$ cat src/ptod_pkg.sv
// ----------------------------------------------------------------------------
// ptod_pkg
// Shared types, codes and constants of the prescaled time-of-day clock.
// ----------------------------------------------------------------------------
package ptod_pkg;

  // Input item modes
  localparam logic [1:0] MODE_TICK    = 2'd0;
  localparam logic [1:0] MODE_LOAD    = 2'd1;
  localparam logic [1:0] MODE_RESTART = 2'd2;
  localparam logic [1:0] MODE_ACK     = 2'd3;

  // Configuration register indexes
  localparam int unsigned CFG_IDX_W  = 2;
  localparam int unsigned CFG_DATA_W = 32;
  localparam logic [CFG_IDX_W-1:0] REG_PERIOD_TICKS      = 2'd0;
  localparam logic [CFG_IDX_W-1:0] REG_TICKS_PER_MS      = 2'd1;
  localparam logic [CFG_IDX_W-1:0] REG_ELAPSED_THRESHOLD = 2'd2;

  // Register widths and reset values
  localparam int unsigned PERIOD_W = 17;
  localparam int unsigned TPMS_W   = 20;
  localparam int unsigned ACC_W    = 32;
  localparam int unsigned ELAPSED_W = 32;
  localparam logic [PERIOD_W-1:0] PERIOD_RST = 17'd1;
  localparam logic [TPMS_W-1:0]   TPMS_RST   = 20'd150000;

  // Counter tops
  localparam logic [9:0] MS_TOP   = 10'd999;
  localparam logic [5:0] SEC_TOP  = 6'd59;
  localparam logic [5:0] MIN_TOP  = 6'd59;
  localparam logic [4:0] HOUR_TOP = 5'd23;

  // Carry event bit positions
  localparam int unsigned EV_MS   = 0;
  localparam int unsigned EV_SEC  = 1;
  localparam int unsigned EV_MIN  = 2;
  localparam int unsigned EV_HOUR = 3;

  typedef struct packed {
    logic [1:0] mode;
    logic [9:0] set_millisecond;
    logic [5:0] set_second;
    logic [5:0] set_minute;
    logic [4:0] set_hour;
  } in_item_t;

  typedef struct packed {
    logic [9:0] millisecond_now;
    logic [5:0] second_now;
    logic [5:0] minute_now;
    logic [4:0] hour_now;
    logic [3:0] carry_events;
    logic       five_minute_alarm;
    logic       elapsed_over;
  } out_item_t;

  // Decoded command passed from the front to the back
  typedef struct packed {
    logic       tick;
    logic       load;
    logic       restart;
    logic       ack;
    logic [9:0] millisecond;
    logic [5:0] second;
    logic [5:0] minute;
    logic [4:0] hour;
  } cmd_t;

  // True for minute values 0, 5, 10, ... 60
  function automatic logic is_mult_of_five(input logic [5:0] v);
    logic hit;
    hit = 1'b0;
    for (int k = 0; k < 13; k++) begin
      if (v == 6'(5 * k)) hit = 1'b1;
    end
    return hit;
  endfunction

endpackage

$ cat src/ptod_in_if.sv
// ----------------------------------------------------------------------------
// ptod_in_if
// Input channel of the time-of-day clock: valid, ready and one input item.
// ----------------------------------------------------------------------------
interface ptod_in_if;
  import ptod_pkg::*;

  logic     valid;
  logic     ready;
  in_item_t payload;

  modport source (output valid, output payload, input ready);
  modport sink   (input valid, input payload, output ready);
endinterface

$ cat src/ptod_out_if.sv
// ----------------------------------------------------------------------------
// ptod_out_if
// Result channel of the time-of-day clock: valid, ready and one result item.
// ----------------------------------------------------------------------------
interface ptod_out_if;
  import ptod_pkg::*;

  logic      valid;
  logic      ready;
  out_item_t payload;

  modport source (output valid, output payload, input ready);
  modport sink   (input valid, input payload, output ready);
endinterface

$ cat src/ptod_front.sv
// ----------------------------------------------------------------------------
// ptod_front
// Accept input items and decode the mode into a one-hot command.
// ----------------------------------------------------------------------------
module ptod_front (
  ptod_in_if.sink         in_i,
  input  logic            q_full_i,
  output logic            push_o,
  output ptod_pkg::cmd_t  push_cmd_o
);
  import ptod_pkg::*;

  assign in_i.ready = !q_full_i;
  assign push_o     = in_i.valid && !q_full_i;

  always_comb begin
    push_cmd_o             = '0;
    push_cmd_o.millisecond = in_i.payload.set_millisecond;
    push_cmd_o.second      = in_i.payload.set_second;
    push_cmd_o.minute      = in_i.payload.set_minute;
    push_cmd_o.hour        = in_i.payload.set_hour;
    case (in_i.payload.mode)
      MODE_TICK:    push_cmd_o.tick    = 1'b1;
      MODE_LOAD:    push_cmd_o.load    = 1'b1;
      MODE_RESTART: push_cmd_o.restart = 1'b1;
      MODE_ACK:     push_cmd_o.ack     = 1'b1;
      default:      push_cmd_o.tick    = 1'b1;
    endcase
  end

endmodule

$ cat src/ptod_queue.sv
// ----------------------------------------------------------------------------
// ptod_queue
// Short command queue between front and back.
// ----------------------------------------------------------------------------
module ptod_queue #(
  parameter int unsigned DEPTH = 2
) (
  input  logic           clk_i,
  input  logic           rst_ni,
  input  logic           push_i,
  input  ptod_pkg::cmd_t push_cmd_i,
  output logic           full_o,
  input  logic           pop_i,
  output logic           head_valid_o,
  output ptod_pkg::cmd_t head_o
);
  import ptod_pkg::*;

  localparam int unsigned PtrW = $clog2(DEPTH);
  localparam int unsigned CntW = $clog2(DEPTH + 1);

  cmd_t            mem_q [DEPTH];
  logic [PtrW-1:0] wr_ptr_q, wr_ptr_d;
  logic [PtrW-1:0] rd_ptr_q, rd_ptr_d;
  logic [CntW-1:0] cnt_q, cnt_d;
  logic            do_pop;

  assign full_o       = (cnt_q == CntW'(DEPTH));
  assign head_valid_o = (cnt_q != '0);
  assign head_o       = mem_q[rd_ptr_q];
  assign do_pop       = pop_i && head_valid_o;

  always_comb begin
    wr_ptr_d = wr_ptr_q;
    rd_ptr_d = rd_ptr_q;
    cnt_d    = cnt_q;
    if (push_i) begin
      wr_ptr_d = (wr_ptr_q == PtrW'(DEPTH - 1)) ? '0 : wr_ptr_q + PtrW'(1);
    end
    if (do_pop) begin
      rd_ptr_d = (rd_ptr_q == PtrW'(DEPTH - 1)) ? '0 : rd_ptr_q + PtrW'(1);
    end
    if (push_i && !do_pop) begin
      cnt_d = cnt_q + CntW'(1);
    end else if (!push_i && do_pop) begin
      cnt_d = cnt_q - CntW'(1);
    end
  end

  always_ff @(posedge clk_i or negedge rst_ni) begin
    if (!rst_ni) begin
      wr_ptr_q <= '0;
      rd_ptr_q <= '0;
      cnt_q    <= '0;
    end else begin
      wr_ptr_q <= wr_ptr_d;
      rd_ptr_q <= rd_ptr_d;
      cnt_q    <= cnt_d;
    end
  end

  always_ff @(posedge clk_i) begin
    if (push_i) begin
      mem_q[wr_ptr_q] <= push_cmd_i;
    end
  end

  a_cnt_bound: assert property (@(posedge clk_i) disable iff (!rst_ni)
    cnt_q <= CntW'(DEPTH))
    else $error("queue count above depth");

  a_no_push_full: assert property (@(posedge clk_i) disable iff (!rst_ni)
    full_o && !do_pop |=> cnt_q == CntW'(DEPTH))
    else $error("queue lost an entry while full");

endmodule

$ cat src/ptod_back.sv
// ----------------------------------------------------------------------------
// ptod_back
// Execute commands: accumulator, time cascade, alarm, elapsed count, result.
// ----------------------------------------------------------------------------
module ptod_back (
  input  logic                                clk_i,
  input  logic                                rst_ni,
  input  logic                                cfg_we_i,
  input  logic [ptod_pkg::CFG_IDX_W-1:0]      cfg_idx_i,
  input  logic [ptod_pkg::CFG_DATA_W-1:0]     cfg_data_i,
  input  logic                                head_valid_i,
  input  ptod_pkg::cmd_t                      head_i,
  output logic                                pop_o,
  ptod_out_if.source                          out_o
);
  import ptod_pkg::*;

  logic [PERIOD_W-1:0]  period_q;
  logic [TPMS_W-1:0]    tpms_q;
  logic [ELAPSED_W-1:0] thresh_q;

  logic [ACC_W-1:0]     acc_q, acc_d;
  logic [9:0]           ms_q, ms_d;
  logic [5:0]           sec_q, sec_d;
  logic [5:0]           min_q, min_d;
  logic [4:0]           hour_q, hour_d;
  logic                 alarm_q, alarm_d;
  logic [ELAPSED_W-1:0] elapsed_q, elapsed_d;
  logic [3:0]           ev_q, ev_d;
  logic                 over_d;

  logic                 out_valid_q, out_valid_d;
  out_item_t            out_q;

  logic [ACC_W-1:0]     acc_sum;
  logic                 adv;
  logic [9:0]           ms_inc;
  logic [5:0]           sec_inc;
  logic [5:0]           min_inc;
  logic [4:0]           hour_inc;

  assign pop_o         = head_valid_i && (!out_valid_q || out_o.ready);
  assign out_o.valid   = out_valid_q;
  assign out_o.payload = out_q;

  // Accumulate and test against one millisecond worth of ticks
  assign acc_sum  = acc_q + ACC_W'(period_q);
  assign adv      = head_i.tick && (acc_sum >= ACC_W'(tpms_q));
  assign ms_inc   = ms_q + 10'd1;
  assign sec_inc  = sec_q + 6'd1;
  assign min_inc  = min_q + 6'd1;
  assign hour_inc = hour_q + 5'd1;

  always_comb begin
    acc_d     = acc_q;
    ms_d      = ms_q;
    sec_d     = sec_q;
    min_d     = min_q;
    hour_d    = hour_q;
    alarm_d   = alarm_q;
    elapsed_d = elapsed_q;
    ev_d      = ev_q;
    over_d    = (elapsed_q > thresh_q);

    if (head_i.tick) begin
      acc_d = adv ? acc_sum - ACC_W'(tpms_q) : acc_sum;
      ev_d  = '0;
    end

    if (adv) begin
      ev_d[EV_MS] = 1'b1;
      elapsed_d   = elapsed_q + ELAPSED_W'(1);
      // e + 1 > th, without a second adder in the path
      over_d      = (elapsed_q >= thresh_q) && !(&elapsed_q);
      ms_d        = ms_inc;
      if (ms_inc > MS_TOP) begin
        ms_d         = '0;
        ev_d[EV_SEC] = 1'b1;
        sec_d        = sec_inc;
        if (sec_inc > SEC_TOP) begin
          sec_d        = '0;
          ev_d[EV_MIN] = 1'b1;
          min_d        = min_inc;
          if (min_inc > MIN_TOP) begin
            min_d         = '0;
            ev_d[EV_HOUR] = 1'b1;
            hour_d        = (hour_inc > HOUR_TOP) ? '0 : hour_inc;
          end
          if (is_mult_of_five(min_d)) alarm_d = 1'b1;
        end
      end
    end

    if (head_i.load) begin
      ms_d   = head_i.millisecond;
      sec_d  = head_i.second;
      min_d  = head_i.minute;
      hour_d = head_i.hour;
    end
    if (head_i.restart) begin
      elapsed_d = '0;
      over_d    = 1'b0;
    end
    if (head_i.ack) begin
      alarm_d = 1'b0;
    end
  end

  always_comb begin
    out_valid_d = out_valid_q;
    if (pop_o) begin
      out_valid_d = 1'b1;
    end else if (out_o.ready) begin
      out_valid_d = 1'b0;
    end
  end

  always_ff @(posedge clk_i or negedge rst_ni) begin
    if (!rst_ni) begin
      period_q <= PERIOD_RST;
      tpms_q   <= TPMS_RST;
      thresh_q <= '0;
    end else if (cfg_we_i) begin
      case (cfg_idx_i)
        REG_PERIOD_TICKS:      period_q <= cfg_data_i[PERIOD_W-1:0];
        REG_TICKS_PER_MS:      tpms_q   <= cfg_data_i[TPMS_W-1:0];
        REG_ELAPSED_THRESHOLD: thresh_q <= cfg_data_i[ELAPSED_W-1:0];
        default: ;
      endcase
    end
  end

  always_ff @(posedge clk_i or negedge rst_ni) begin
    if (!rst_ni) begin
      acc_q       <= '0;
      ms_q        <= '0;
      sec_q       <= '0;
      min_q       <= '0;
      hour_q      <= '0;
      alarm_q     <= 1'b0;
      elapsed_q   <= '0;
      ev_q        <= '0;
      out_valid_q <= 1'b0;
    end else begin
      out_valid_q <= out_valid_d;
      if (pop_o) begin
        acc_q     <= acc_d;
        ms_q      <= ms_d;
        sec_q     <= sec_d;
        min_q     <= min_d;
        hour_q    <= hour_d;
        alarm_q   <= alarm_d;
        elapsed_q <= elapsed_d;
        ev_q      <= ev_d;
      end
    end
  end

  always_ff @(posedge clk_i) begin
    if (pop_o) begin
      out_q.millisecond_now   <= ms_d;
      out_q.second_now        <= sec_d;
      out_q.minute_now        <= min_d;
      out_q.hour_now          <= hour_d;
      out_q.carry_events      <= ev_d;
      out_q.five_minute_alarm <= alarm_q;
      out_q.elapsed_over      <= over_d;
    end
  end

  a_carry_chain: assert property (@(posedge clk_i) disable iff (!rst_ni)
    (!ev_q[EV_HOUR] || ev_q[EV_MIN]) && (!ev_q[EV_MIN] || ev_q[EV_SEC])
    && (!ev_q[EV_SEC] || ev_q[EV_MS]))
    else $error("carry event without the lower carry");

  a_ack_clears: assert property (@(posedge clk_i) disable iff (!rst_ni)
    pop_o && head_i.ack |=> !alarm_q)
    else $error("acknowledge left the alarm set");

  a_stall_holds_state: assert property (@(posedge clk_i) disable iff (!rst_ni)
    !pop_o |=> $stable(acc_q) && $stable(elapsed_q) && $stable(ms_q))
    else $error("state moved without a command");

endmodule

$ cat src/prescaled_time_of_day_clock_core.sv
// ----------------------------------------------------------------------------
// prescaled_time_of_day_clock_core
// Time-of-day clock driven by periodic tick items, with elapsed-time counter.
// ----------------------------------------------------------------------------
// The block takes one input item per clock cycle while the command queue has
// room, and gives exactly one result per item, in order. An accepted item is
// written into the command queue, then executed into the output register,
// where its result sits until it is taken; the input keeps flowing while it
// waits, until the command queue fills. The rate of one item per cycle is set
// by the execute unit, which does the accumulator add and the millisecond
// compare combinationally. A tick item adds period_ticks to
// the accumulator and advances at most one millisecond, cascading through
// seconds, minutes and hours; carry_events reports which counters advanced on
// the most recent tick. five_minute_alarm is the sticky alarm as it stood
// before the item, and elapsed_over compares the elapsed count after the item
// with the threshold. Write configuration registers only while the block is
// idle; there is no memory and no clearing pass after reset.
// ----------------------------------------------------------------------------
module prescaled_time_of_day_clock_core #(
  parameter int unsigned QUEUE_DEPTH = 2
) (
  input  logic                             clk_i,
  input  logic                             rst_ni,
  input  logic                             cfg_we_i,
  input  logic [ptod_pkg::CFG_IDX_W-1:0]   cfg_idx_i,
  input  logic [ptod_pkg::CFG_DATA_W-1:0]  cfg_data_i,
  ptod_in_if.sink                          in_i,
  ptod_out_if.source                       out_o
);
  import ptod_pkg::*;

  // Front to queue
  logic push;
  cmd_t push_cmd;
  logic q_full;

  // Queue to back
  logic head_valid;
  cmd_t head;
  logic pop;

  // Accept and decode each transfer on the input channel
  ptod_front u_front (
    .in_i       (in_i),
    .q_full_i   (q_full),
    .push_o     (push),
    .push_cmd_o (push_cmd)
  );

  // Hold decoded commands so either side can stall on its own
  ptod_queue #(
    .DEPTH (QUEUE_DEPTH)
  ) u_queue (
    .clk_i        (clk_i),
    .rst_ni       (rst_ni),
    .push_i       (push),
    .push_cmd_i   (push_cmd),
    .full_o       (q_full),
    .pop_i        (pop),
    .head_valid_o (head_valid),
    .head_o       (head)
  );

  // Advance the clock state and register one result per command
  ptod_back u_back (
    .clk_i        (clk_i),
    .rst_ni       (rst_ni),
    .cfg_we_i     (cfg_we_i),
    .cfg_idx_i    (cfg_idx_i),
    .cfg_data_i   (cfg_data_i),
    .head_valid_i (head_valid),
    .head_i       (head),
    .pop_o        (pop),
    .out_o        (out_o)
  );

endmodule
$ cat src/flat_wrapper.sv
// flat-port wrapper written by rule: the top's interface ports become plain ports
module prescaled_time_of_day_clock_core_flat import ptod_pkg::*;
#(
  parameter int unsigned QUEUE_DEPTH = 2
)
  (clk_i, rst_ni, cfg_we_i, cfg_idx_i, cfg_data_i, in_i_valid, in_i_payload, in_i_ready, out_o_valid, out_o_payload, out_o_ready);
  ptod_in_if in_i_i ();
  ptod_out_if out_o_i ();
  input  logic clk_i;
  input  logic rst_ni;
  input  logic cfg_we_i;
  input  logic [ptod_pkg::CFG_IDX_W-1:0] cfg_idx_i;
  input  logic [ptod_pkg::CFG_DATA_W-1:0] cfg_data_i;
  input wire logic [$bits(in_i_i.valid)-1:0] in_i_valid;
  input wire logic [$bits(in_i_i.payload)-1:0] in_i_payload;
  output wire logic [$bits(in_i_i.ready)-1:0] in_i_ready;
  output wire logic [$bits(out_o_i.valid)-1:0] out_o_valid;
  output wire logic [$bits(out_o_i.payload)-1:0] out_o_payload;
  input wire logic [$bits(out_o_i.ready)-1:0] out_o_ready;
  assign in_i_i.valid = in_i_valid;
  assign in_i_i.payload = in_i_payload;
  assign in_i_ready = in_i_i.ready;
  assign out_o_valid = out_o_i.valid;
  assign out_o_payload = out_o_i.payload;
  assign out_o_i.ready = out_o_ready;
  prescaled_time_of_day_clock_core #(.QUEUE_DEPTH(QUEUE_DEPTH)) u_core (.clk_i(clk_i), .rst_ni(rst_ni), .cfg_we_i(cfg_we_i), .cfg_idx_i(cfg_idx_i), .cfg_data_i(cfg_data_i), .in_i(in_i_i), .out_o(out_o_i));
endmodule
$ cat config.mk
export PLATFORM = sky130hd
export DESIGN_NAME = prescaled_time_of_day_clock_core_flat
export DESIGN_NICKNAME = d
export VERILOG_FILES = /design/src/ptod_pkg.sv /design/src/ptod_in_if.sv /design/src/ptod_out_if.sv /design/src/ptod_front.sv /design/src/ptod_queue.sv /design/src/ptod_back.sv /design/src/prescaled_time_of_day_clock_core.sv /design/src/flat_wrapper.sv
export SDC_FILE = /design/constraint.sdc
export NUM_CORES = 1
export LEC_CHECK = 0
export ABC_AREA = 0
export BUFFER_PORTS_ARGS = -buffer_cell sky130_fd_sc_hd__buf_2
export CAP_MARGIN = 20
export CORE_ASPECT_RATIO = 0.5
export CORE_MARGIN = 2
export CORE_UTILIZATION = 45
export CTS_CLUSTER_SIZE = 16
export DETAILED_ROUTE_END_ITERATION = 16
export SYNTH_ARGS = -nofsm -noshare
export SYNTH_HDL_FRONTEND = slang
export SYNTH_HIERARCHICAL = 1
export SYNTH_SLANG_ARGS = --single-unit
$ cat constraint.sdc
create_clock -name clk_i -period 11.2 [get_ports clk_i]
set_input_delay 1.12 -clock clk_i [delete_from_list [all_inputs] [get_ports clk_i]]
set_output_delay 1.12 -clock clk_i [all_outputs]
set_load 0.01 [all_outputs]
==> flow_summary.yaml <==
synthesis:
  netlist_instances: 1530
  avgSynthCellArea_sq_um: 10.4
  ys_seq_area_share_pct: 44.7
  ys_async_sr_fraction_pct: 64.2
  synth_ff_type: "dfrtp_1"
  synthTopCellsByCount: "dfrtp_1, nand2_1, nor2_1"
  synth_top_area_share_pct: 25.3
  yosys_warnings: 6
  synth_nets: 1679
  synth_seq_cells: 265
  synth_area_leader_cell: "dfrtp_1"
  synth_edf_count: 95
  yosys.cell_types.count: 100
  synth.most_common_cell: "dfrtp_1"
  yosys-top-cells-area: "dfrtp_1, edfxtp_1, ha_1, mux2_2, nand2_1"
  synthesis.area_sq_mm: 0.0159
flow_run:
  max_cap_viol_count: 0
cts:
  numCtsBuffers: 26
  hold_buffers: 0
  tritoncts: "yes"
  h-tree-depth: 1
  cts_buffer_depth: 3
  worstSkewPairLatency_ps: 550
  post_cts_buffers: 0
  cts.sinks: 265
  clkTransAtPathRegs_ps: 70
  post_cts_resized: 0
  root_buffer: "clkbuf_16"
global_routing:
  grt_pass1_wl_um: 61800
  grt_max_degree: 61
  grt_pass1_vias: 11829
  antenna_found_initial: 0
  grt_use_total_pct: 20.6
  overflow: 0
worst_setup_path:
  crit_family: "compound AO/OA/AOI/OAI gates"
  critPathArrivalTime_ps: 6340
  cp_num_buf_inv: 2
  worst-setup-path-type: "flip-flop to flip-flop"
  cp_max_fo: 24
  crit_required_ps: 11490
  worstSetupStartpointType: "flip-flop"
  worstSetupEndpointType: "flip-flop"
  cpPeakStageDelay_ps: 560
  critPathSlowestCell: "or4_1"
  cp_cell_sequence: "ha_1 > inv_1 > fa_1 > nor2b_1 > o211ai_1 > nand2_1 > a21oi_1 > o21bai_1 > a31oi_1 > o21ai_0 > xor2_1 > ha_1 > nand2_1 > or3_1 > or4_1 > and3b_1 > o211a_4 > a31oi_4 > buf_4 > nand3_2 > o21ai_0 > a2bb2oi_1"
die:
  die_area_sq_mm: 0.0370
  initial_utilization_pct: 46.0
  pin_count: 103
  die_h_um: 137
  die_w_um: 270
  rows: 48
  coreArea_sq_mm: 0.0347
placement:
  dp_cells: 2027
  gp_congestion: 0.887
  dp_hpwl_um: 26900
  io_buffers: 102
routing:
  viasPerCell: 5.60
  drt_iter0_drc: 820
  dr_total_vias: 11620
  ant_nets: 0
  routed_wl_um: 38100
  drtPass1Iterations: 5
  drc: 0
  drt-wirelength-per-cell_um: 18.4
final_layout:
  drive_gt1_share_pct: 19.8
  layoutNonFillerInstCount: 2075
  area_growth_pct: 10.4
  n_antenna_cell: 0
  finalCoreUtilization_pct: 50.8
  nNetsFinal: 1730
sta:
  tightest_slew_ps: 1030
  fmax_mhz: 165
  rsz0062_at_grt: "false"
  setup_viol: 0
  final_max_slew_viol_count: 0
  skew_ps: 12.2
  period_needed_ps: 6050
  slew_headroom_pct: 31.2
  fin_crit_sh_pct: 54.0
  hold_viol_final: 0
  setup_tns_ps: 0
pwr:
  power.leakage_nw: 7.57
  irDropWorstVdd_v: 0.000129
  p_per_area_mw_per_mm2: 296
hold_path:
  hold_path.class: "flip-flop to flip-flop"
outcome:
  outcome: "finished clean"
## registers in the layout, indices dropped and copies added (netlist names)
name,cells
u_core/u_back/acc_q,32
u_core/u_back/alarm_q,1
u_core/u_back/elapsed_q,32
u_core/u_back/ev_q,4
u_core/u_back/hour_q,5
u_core/u_back/min_q,6
u_core/u_back/ms_q,10
u_core/u_back/out_o.payload,33
u_core/u_back/out_o.valid,1
u_core/u_back/period_q,17
u_core/u_back/sec_q,6
u_core/u_back/thresh_q,32
u_core/u_back/tpms_q,20
u_core/u_queue/cnt_q,2
u_core/u_queue/mem_q,62
u_core/u_queue/rd_ptr_q,1
u_core/u_queue/wr_ptr_q,1
## final timing paths
path / startpoint / to / slack [ps] / cells past startpoint
max: u_core/u_back/period_q[0]$_DFFE_PN1P_ / u_core/u_back/out_o.payload[9]$_DFFE_PP_ / 5150 / 22
min: u_core/u_back/acc_q[0]$_DFFE_PN0P_ / u_core/u_back/acc_q[0]$_DFFE_PN0P_ / 490 / 2
max reg2reg: u_core/u_back/period_q[0]$_DFFE_PN1P_ / u_core/u_back/out_o.payload[9]$_DFFE_PP_ / 5150 / 22
min reg2reg: u_core/u_back/acc_q[0]$_DFFE_PN0P_ / u_core/u_back/acc_q[0]$_DFFE_PN0P_ / 490 / 2
max in group asynchronous: rst_ni / u_core/u_queue/rd_ptr_q$_DFFE_PN0P_ / 9390 / 2
min in group asynchronous: rst_ni / u_core/u_back/elapsed_q[6]$_DFFE_PN0P_ / 510 / 1
## area by class of cell
type                    instances  area [sq um]
fillers                      3142         17100
multi-input cells            1085          7940
flip-flops and latches        265          7120
clock buffers                  37           826
repair buffers                118           664
well taps                     475           594
inverters                      85           319
clock inverters                10           128
## metal layers
layer / wire (um) / GRT usage (%)
met3: 1580 / 3.42
met4: 757 / 5.03
met2: 17900 / 35.5
met1: 17800 / 27.3
met5: 0 / 0
## tightest hold or removal path, stage by stage (launching register included)
cell     delay (ps)
dfrtp_1         350
nand2_1          50
nand2_1          50
## cells by family after synthesis
kind of cell,share of synthesized area (%)
and+or+nand+nor,14.2
adders and majority gates,6.46
DFF,44.7
xor gates and xnor gates,5.22
buffers and inverters,5.59
AOI/OAI and AO/OA,15.2
muxes,8.57
## stage by stage
stage	cell area, sq um	total power, mW	worst slack [ps]	hold slack [ps]
2_1_floorplan	15900	3.60	6180	425
3_3_place_gp	16600	4.15	5420	460
3_5_place_dp	16600	4.23	5260	478
4_1_cts	17600	5.23	5250	492
5_1_grt	17600	5.59	4760	514
6_report	17600	5.20	5150	490
## where the power goes
| part | switching (mW) | leakage (nW) | internal [mW] | total (mW) |
|---|---|---|---|---|
| clock | 0.387 | 0.475 | 0.581 | 0.968 |
| sequential | 0.216 | 2.98 | 1.33 | 1.55 |
| combinational | 1.59 | 4.12 | 1.10 | 2.69 |
## layout by cell type (no fill, tap or decap), types with 8 or more instances in the layout
cell / instances
dfrtp_1: 160
nand2_1: 123
nor2_1: 102
buf_2: 101
edfxtp_1: 95
inv_1: 84
ha_1: 79
mux2_2: 71
o21ai_0: 67
a21oi_1: 64
xor2_1: 50
xnor2_1: 45
nand3_1: 43
nand4_1: 36
clkbuf_16: 29
mux2_4: 29
o21ai_1: 28
a31oi_1: 28
a21o_1: 23
and3_1: 23
nor2b_1: 19
nor3_1: 16
nand2b_1: 16
buf_4: 14
and2_1: 14
o21a_1: 13
mux2i_1: 13
o22ai_1: 13
a22oi_1: 12
a221o_1: 9
dfstp_2: 9
o211ai_1: 8
No activity file was read; power rests on OpenSTA's default activity.
